`src/hw/rtl/sha_pkg.sv`:
```
// SHA-256 shared types, constants and a rotate helper.
package sha_pkg;

  localparam int unsigned WordW  = 32;
  localparam int unsigned CountW = 61;
  localparam int unsigned LenPos = 56;

  typedef enum logic [2:0] {
    ST_IDLE,
    ST_PAD,
    ST_RUN,
    ST_FOLD,
    ST_EMIT
  } ctrl_state_t;

  // command from controller to datapath
  typedef struct packed {
    logic       put_byte;   // shift in message byte, count up
    logic       put_mark;   // shift in 0x80, latch bit length
    logic       put_zero;   // shift in zero pad byte
    logic       put_len;    // shift in next length byte, msb first
    logic       start;      // load working vars and begin rounds
    logic       step;       // one round
    logic       fold;       // add working vars into chain
    logic       reinit;     // back to initial hash, count cleared
  } sha_cmd_t;

  typedef struct packed {
    logic       round_last; // round 63 under way
    logic [5:0] fill;       // bytes in current block
  } sha_stat_t;

  localparam logic [WordW-1:0] H_INIT [8] = '{
    32'h6a09e667, 32'hbb67ae85, 32'h3c6ef372, 32'ha54ff53a,
    32'h510e527f, 32'h9b05688c, 32'h1f83d9ab, 32'h5be0cd19
  };

  localparam logic [WordW-1:0] K_TAB [64] = '{
    32'h428a2f98, 32'h71374491, 32'hb5c0fbcf, 32'he9b5dba5, 32'h3956c25b, 32'h59f111f1,
    32'h923f82a4, 32'hab1c5ed5, 32'hd807aa98, 32'h12835b01, 32'h243185be, 32'h550c7dc3,
    32'h72be5d74, 32'h80deb1fe, 32'h9bdc06a7, 32'hc19bf174, 32'he49b69c1, 32'hefbe4786,
    32'h0fc19dc6, 32'h240ca1cc, 32'h2de92c6f, 32'h4a7484aa, 32'h5cb0a9dc, 32'h76f988da,
    32'h983e5152, 32'ha831c66d, 32'hb00327c8, 32'hbf597fc7, 32'hc6e00bf3, 32'hd5a79147,
    32'h06ca6351, 32'h14292967, 32'h27b70a85, 32'h2e1b2138, 32'h4d2c6dfc, 32'h53380d13,
    32'h650a7354, 32'h766a0abb, 32'h81c2c92e, 32'h92722c85, 32'ha2bfe8a1, 32'ha81a664b,
    32'hc24b8b70, 32'hc76c51a3, 32'hd192e819, 32'hd6990624, 32'hf40e3585, 32'h106aa070,
    32'h19a4c116, 32'h1e376c08, 32'h2748774c, 32'h34b0bcb5, 32'h391c0cb3, 32'h4ed8aa4a,
    32'h5b9cca4f, 32'h682e6ff3, 32'h748f82ee, 32'h78a5636f, 32'h84c87814, 32'h8cc70208,
    32'h90befffa, 32'ha4506ceb, 32'hbef9a3f7, 32'hc67178f2
  };

  function automatic logic [WordW-1:0] rotr(input logic [WordW-1:0] v, input int n);
    rotr = (v >> n) | (v << (WordW - n));
  endfunction

endpackage

```
`src/hw/rtl/sha_datapath.sv`:
```
// SHA-256 datapath: byte window, schedule, rounds, chain and count.
module sha_datapath (
  input  logic                    clk,
  input  logic                    rst,
  input  sha_pkg::sha_cmd_t       cmd,
  input  logic [7:0]              data_byte,
  input  logic [2:0]              rd_index,
  output sha_pkg::sha_stat_t      stat,
  output logic [31:0]             rd_word
);

  localparam logic [sha_pkg::CountW-1:0] CountInc = 1;

  logic [31:0]                chain [8];
  logic [31:0]                wv [8];
  logic [31:0]                win [16];
  logic [sha_pkg::CountW-1:0] count;
  logic [5:0]                 fill;
  logic [5:0]                 round;
  logic [7:0]                 in_byte;
  logic                       shift_in;
  logic [31:0]                w_new, t1, t2, s0, s1;

  // bit length latched with the 0x80 byte, shifted out a byte at a time
  logic [63:0]                len_sr;

  always_comb begin
    if (cmd.put_mark)      in_byte = 8'h80;
    else if (cmd.put_len)  in_byte = len_sr[63:56];
    else if (cmd.put_zero) in_byte = 8'h00;
    else                   in_byte = data_byte;
  end

  assign shift_in = cmd.put_byte | cmd.put_mark | cmd.put_zero | cmd.put_len;

  assign s0 = sha_pkg::rotr(win[1], 7) ^ sha_pkg::rotr(win[1], 18) ^ (win[1] >> 3);
  assign s1 = sha_pkg::rotr(win[14], 17) ^ sha_pkg::rotr(win[14], 19) ^ (win[14] >> 10);
  assign w_new = s1 + win[9] + s0 + win[0];

  assign t1 = wv[7] + (sha_pkg::rotr(wv[4], 6) ^ sha_pkg::rotr(wv[4], 11)
            ^ sha_pkg::rotr(wv[4], 25)) + ((wv[4] & wv[5]) ^ (~wv[4] & wv[6]))
            + sha_pkg::K_TAB[round] + win[0];
  assign t2 = (sha_pkg::rotr(wv[0], 2) ^ sha_pkg::rotr(wv[0], 13)
            ^ sha_pkg::rotr(wv[0], 22)) + ((wv[0] & wv[1]) ^ (wv[0] & wv[2])
            ^ (wv[1] & wv[2]));

  always_ff @(posedge clk) begin
    if (rst) begin
      count <= '0;
      fill  <= '0;
      round <= '0;
      for (int i = 0; i < 8; i++) chain[i] <= sha_pkg::H_INIT[i];
    end else begin
      if (cmd.put_byte) count <= count + CountInc;
      if (shift_in) fill <= fill + 6'd1;
      if (cmd.start) round <= '0;
      else if (cmd.step) round <= round + 6'd1;
      if (cmd.fold)
        for (int i = 0; i < 8; i++) chain[i] <= chain[i] + wv[i];
      if (cmd.reinit) begin
        count <= '0;
        fill  <= '0;
        for (int i = 0; i < 8; i++) chain[i] <= sha_pkg::H_INIT[i];
      end
    end
  end

  // bytes shift in at the low end; after 64 of them win[0] holds bytes 0..3
  always_ff @(posedge clk) begin
    if (cmd.put_mark) len_sr <= {count, 3'b000};
    else if (cmd.put_len) len_sr <= {len_sr[55:0], 8'h00};
    if (shift_in) begin
      for (int i = 0; i < 15; i++) win[i] <= {win[i][23:0], win[i+1][31:24]};
      win[15] <= {win[15][23:0], in_byte};
    end else if (cmd.step) begin
      for (int i = 0; i < 15; i++) win[i] <= win[i+1];
      win[15] <= w_new;
    end
    if (cmd.start) begin
      for (int i = 0; i < 8; i++) wv[i] <= chain[i];
    end else if (cmd.step) begin
      wv[7] <= wv[6]; wv[6] <= wv[5]; wv[5] <= wv[4]; wv[4] <= wv[3] + t1;
      wv[3] <= wv[2]; wv[2] <= wv[1]; wv[1] <= wv[0]; wv[0] <= t1 + t2;
    end
  end

  assign stat.round_last = (round == 6'd63);
  assign stat.fill       = fill;
  assign rd_word         = chain[rd_index];

endmodule

```
`src/hw/rtl/sha_ctrl.sv`:
```
// SHA-256 controller: intake, padding, round sequencing and digest output.
module sha_ctrl (
  input  logic               clk,
  input  logic               rst,
  input  logic               in_fire,
  input  logic               in_mode,
  input  sha_pkg::sha_stat_t stat,
  input  logic               out_ready,
  output logic               in_ready,
  output logic               out_valid,
  output logic [2:0]         out_index,
  output sha_pkg::sha_cmd_t  cmd
);

  sha_pkg::ctrl_state_t state, state_next;
  logic       finishing, finishing_next;
  logic       spill, spill_next;
  logic [2:0] index, index_next;

  always_ff @(posedge clk) begin
    if (rst) begin
      state     <= sha_pkg::ST_IDLE;
      finishing <= 1'b0;
      spill     <= 1'b0;
      index     <= '0;
    end else begin
      state     <= state_next;
      finishing <= finishing_next;
      spill     <= spill_next;
      index     <= index_next;
    end
  end

  always_comb begin
    state_next     = state;
    finishing_next = finishing;
    spill_next     = spill;
    index_next     = index;
    cmd            = '0;
    in_ready       = 1'b0;
    out_valid      = 1'b0;
    case (state)
      sha_pkg::ST_IDLE: begin
        in_ready = 1'b1;
        if (in_fire) begin
          if (in_mode) begin
            cmd.put_mark   = 1'b1;
            finishing_next = 1'b1;
            // no room for the length behind the 0x80: a second block follows
            spill_next     = (stat.fill >= 6'(sha_pkg::LenPos));
          end else begin
            cmd.put_byte = 1'b1;
          end
          if (stat.fill == 6'd63) begin
            cmd.start  = 1'b1;
            state_next = sha_pkg::ST_RUN;
          end else if (in_mode) begin
            state_next = sha_pkg::ST_PAD;
          end
        end
      end
      sha_pkg::ST_PAD: begin
        if (!spill && stat.fill >= 6'(sha_pkg::LenPos)) cmd.put_len = 1'b1;
        else cmd.put_zero = 1'b1;
        if (stat.fill == 6'd63) begin
          cmd.start  = 1'b1;
          state_next = sha_pkg::ST_RUN;
        end
      end
      sha_pkg::ST_RUN: begin
        cmd.step = 1'b1;
        if (stat.round_last) state_next = sha_pkg::ST_FOLD;
      end
      sha_pkg::ST_FOLD: begin
        cmd.fold = 1'b1;
        if (!finishing) begin
          state_next = sha_pkg::ST_IDLE;
        end else if (spill) begin
          spill_next = 1'b0;
          state_next = sha_pkg::ST_PAD;
        end else begin
          state_next = sha_pkg::ST_EMIT;
        end
      end
      sha_pkg::ST_EMIT: begin
        out_valid = 1'b1;
        if (out_ready) begin
          index_next = index + 3'd1;
          if (index == 3'd7) begin
            cmd.reinit     = 1'b1;
            finishing_next = 1'b0;
            state_next     = sha_pkg::ST_IDLE;
          end
        end
      end
      default: state_next = sha_pkg::ST_IDLE;
    endcase
  end

  assign out_index = index;

endmodule

```
`src/hw/rtl/sha256_message_digest.sv`:
```
// SHA-256 message digest top level.
//  channel | dir | tdata                          | tuser/tlast
//  s_axis  | in  | data_byte                      | tuser: mode
//  m_axis  | out | digest_word                    | tuser: word_index, tlast: last_word
// The 64th byte of a block closes intake during the 64 rounds at one per cycle and
// the add into the chain. Finish writes the padding one byte per cycle up to the
// block end and compresses; a second block follows when the 0x80 lands at byte 56
// or later. Then eight words are offered. rst is synchronous and returns the
// hash to its initial value. m_axis stalls hold the word; intake is closed
// until the last word is taken.
module sha256_message_digest (
  input  logic        clk,
  input  logic        rst,
  input  logic        s_axis_tvalid,
  output logic        s_axis_tready,
  input  logic [7:0]  s_axis_tdata,   // [7:0] data_byte
  input  logic        s_axis_tuser,   // [0] mode
  output logic        m_axis_tvalid,
  input  logic        m_axis_tready,
  output logic [31:0] m_axis_tdata,   // [31:0] digest_word
  output logic [2:0]  m_axis_tuser,   // [2:0] word_index
  output logic        m_axis_tlast
);

  sha_pkg::sha_cmd_t  cmd;
  sha_pkg::sha_stat_t stat;
  logic [2:0]         index;

  sha_ctrl u_ctrl (
    .clk, .rst,
    .in_fire   (s_axis_tvalid & s_axis_tready),
    .in_mode   (s_axis_tuser),
    .stat,
    .out_ready (m_axis_tready),
    .in_ready  (s_axis_tready),
    .out_valid (m_axis_tvalid),
    .out_index (index),
    .cmd
  );

  sha_datapath u_dp (
    .clk, .rst, .cmd,
    .data_byte (s_axis_tdata),
    .rd_index  (index),
    .stat,
    .rd_word   (m_axis_tdata)
  );

  assign m_axis_tuser = index;
  assign m_axis_tlast = (index == 3'd7);

endmodule

```
`config.mk`:
```
export PLATFORM = sky130hd
export DESIGN_NAME = sha256_message_digest
export DESIGN_NICKNAME = d
export VERILOG_FILES = /design/src/hw/rtl/sha_pkg.sv /design/src/hw/rtl/sha_datapath.sv /design/src/hw/rtl/sha_ctrl.sv /design/src/hw/rtl/sha256_message_digest.sv
export SDC_FILE = /design/constraint.sdc
export NUM_CORES = 2
export LEC_CHECK = 0
export BUFFER_PORTS_ARGS = -buffer_cell sky130_fd_sc_hd__buf_2
export CAP_MARGIN = 10
export CORE_MARGIN = 4
export CORE_UTILIZATION = 50
export DETAILED_ROUTE_END_ITERATION = 8
export PLACE_DENSITY = 0.65
export RECOVER_POWER = 25
export SLEW_MARGIN = 20
export SYNTH_ARGS = -nofsm -noshare
export SYNTH_HDL_FRONTEND = slang
export SYNTH_HIERARCHICAL = 1
export SYNTH_SLANG_ARGS = --single-unit
```
`constraint.sdc`:
```
create_clock -name clk -period 21.4 [get_ports clk]
set_input_delay 4.28 -clock clk [delete_from_list [all_inputs] [get_ports clk]]
set_output_delay 4.28 -clock clk [all_outputs]
set_load 0.01 [all_outputs]
```
==> impl_metrics.toml <==
[logic_synthesis]
yosys_warnings = 6
synth-async-reset-ratio_pct = 0
synth.yosys.seq_area_share_pct = 42.8
synth_edf_count = 957
avgSynthCellArea_sq_um = 10.1
syn_nets = 8210
synthTopCellsByArea = "edfxtp_1, nand2_1, ha_1"
netlist_area_sq_um = 76900
synth_seq_cells = 1166
ys.flop_type = "edfxtp_1"
synth.distinct_cells = 115
synth_top_area_share_pct = 37.4
syn_inst = 7605
synth_top_cell_by_area = "edfxtp_1"

[flow_run]
drv_cap = 16

[setup_path]
required_ns = 21.91
arrival_ns = 10.94
cp_max_fo = 73
critPathLaunchType = "primary input"
cp-end-kind = "flop"
r2r_cells = 36
setup.worst_path.class = "in2reg"

[finish]
syn_to_final_growth_pct = 8.31
fin_nets = 8087
utilization_pct = 54.6
drive_above_1_share_pct = 11.3
fillers = 13400
layout_common_cells = "nand2_1, edfxtp_1, mux2_2"
final_common_cell = "nand2_1"

[timing]
fin_crit_ns = 10.44
slew_headroom_pct = -161
rsz0062_at_grt = "false"
setup_tns_ns = 0
fin_skew_ns = 0.0668
max_freq_mhz = 95.8
worst_pin_slew_ns = 3.91
drv_slew = 645
hold_violations = 0
finalSetupViolations = 0
fin_crit_sh_pct = 48.8

[clock_tree]
clkSinkCount = 1166
cts_made_buffers = 136
htreeDepth = 4
clock_latency_ns = 0.80
post_cts_buffers = 0
cts_tree = "done"
hold_buffers = 0
path_clk_slew_ns = 0.06
cts_resized = 0
clk_path_buf_depth = 3
root_buffer = "clkbuf_16"

[die]
die_area_sq_um = 160000
row_count = 143
coreArea_sq_um = 152000
die_w_um = 400
initial_core_util_pct = 50.4
pin_count = 51
chipHeight_um = 400

[route]
route.detailed.drc = 0
detail-route-antenna-nets = 0
vias = 58100
first_pass_iters = 6
post_drt_wl_per_cell_um = 24.5
drt-initial-drc-count = 6276
viasPerCell = 6.04
wl_um = 236000

[global_routing]
grt_max_degree = 192
track_usage_pct = 28.9
first_global_vias = 54400
grt.overflow.total = 0
grt_first_pass_wirelength_um = 350000
antenna_found_initial = 9

[min_path]
hold_path.class = "reg2reg"
whs_path_depth = 2

[status]
failed_checks = "max-capacitance violations, max-slew violations"
status = "finished with violations"

[placed_design]
hpwl_um = 175000
gp_congestion = 0.981
port-buffer-count = 50
-- cell type report --
type                            count  area [sq um]  share of cell area, %
Inverter                          346          1300                   1.56
Clock inverter                     66           752                  0.903
Clock buffer                      183          3740                   4.49
Sequential cell                  1166         32900                   39.5
Tap cell                         2030          2540                   3.05
Multi-Input combinational cell   5711         41200                   49.5
Antenna cell                        3          7.51                0.00901
Timing Repair Buffer              121           771                  0.925
-- cells by family after synthesis --
family	synth area share, %
XOR/XNOR	6.99
buffers and inverters	3.60
AND/OR/NAND/NOR	14.0
AO/OA/AOI/OAI	12.0
flip-flops	42.8
multiplexers	9.03
adder cells (fa/ha/maj)	11.6
-- Yosys cell counts, types with 15 or more instances --
library cell / number
mux2_2: 425
ha_1: 397
o22ai_1: 15
nand2b_1: 62
fa_1: 195
o211ai_1: 37
nor2_1: 419
mux4_2: 71
clkbuf_1: 330
o21bai_1: 48
nor2b_1: 54
nand4_1: 29
a21o_1: 182
xor2_1: 219
a211oi_1: 55
edfxtp_1: 957
o31ai_1: 22
or3_1: 53
and3_1: 57
buf_1: 44
nor3_1: 108
and2_1: 28
xnor2_1: 395
nand2_1: 1478
o21ai_1: 40
dfxtp_1: 209
nand3_1: 90
a31oi_1: 57
inv_1: 343
o21ai_0: 378
o21a_1: 61
a21oi_1: 388
mux2i_1: 56
-- worst max-delay path: stages --
cell and delay [ns]:
clkbuf_1 0.13, and3_1 0.35, or2_0 0.29, clkbuf_1 2.57, clkbuf_1 2.80, o22ai_1 0.31
-- stage by stage --
| stage | setup slack [ns] | hold WS (ns) | cells | area, sq um |
|---|---|---|---|---|
| 4_1_cts | 11.30 | 0.498 | 9622 | 83400 |
| 2_1_floorplan | 2.88 | 0.452 | 7605 | 76900 |
| 5_1_grt | 10.68 | 0.527 | 9623 | 83300 |
| 3_3_place_gp | 11.42 | 0.470 | 9373 | 78900 |
| 6_report | 10.96 | 0.496 | 9626 | 83300 |
| 3_5_place_dp | 11.31 | 0.490 | 9373 | 78900 |
-- routing by layer --
layer / global-route usage [%] / part of all wire (%)
met5: 0 / 0.017
met4: 8.76 / 3.3
met3: 5.24 / 8.6
met2: 43.6 / 44
met1: 42.5 / 44
-- state kept, by name, indices dropped and copies added (netlist names) --
register,cells
u_ctrl/out_index,3
u_dp/chain,256
u_dp/fill,6
u_ctrl/finishing,1
u_dp/win,512
u_ctrl/spill,1
u_dp/wv,256
u_dp/count,61
u_dp/len_sr,61
u_dp/round,6
u_ctrl/state,3
-- final timing paths --
| path | from | endpoint | slack (ns) |
|---|---|---|---|
| min reg2reg | u_dp/fill[1]$_SDFFE_PP0N_ | u_dp/fill[1]$_SDFFE_PP0N_ | 0.50 |
| min | u_dp/fill[1]$_SDFFE_PP0N_ | u_dp/fill[1]$_SDFFE_PP0N_ | 0.50 |
| max | m_axis_tready | u_dp/chain[6][19]$_SDFFE_PP0P_ | 10.96 |
| max reg2reg | u_dp/round[1]$_SDFFE_PP0P_ | u_dp/wv[0][29]$_DFFE_PP_ | 11.10 |
Power is left out: the tool's default activity adds up to more than one toggle a clock period on the data nets, which glitch-free logic cannot reach.
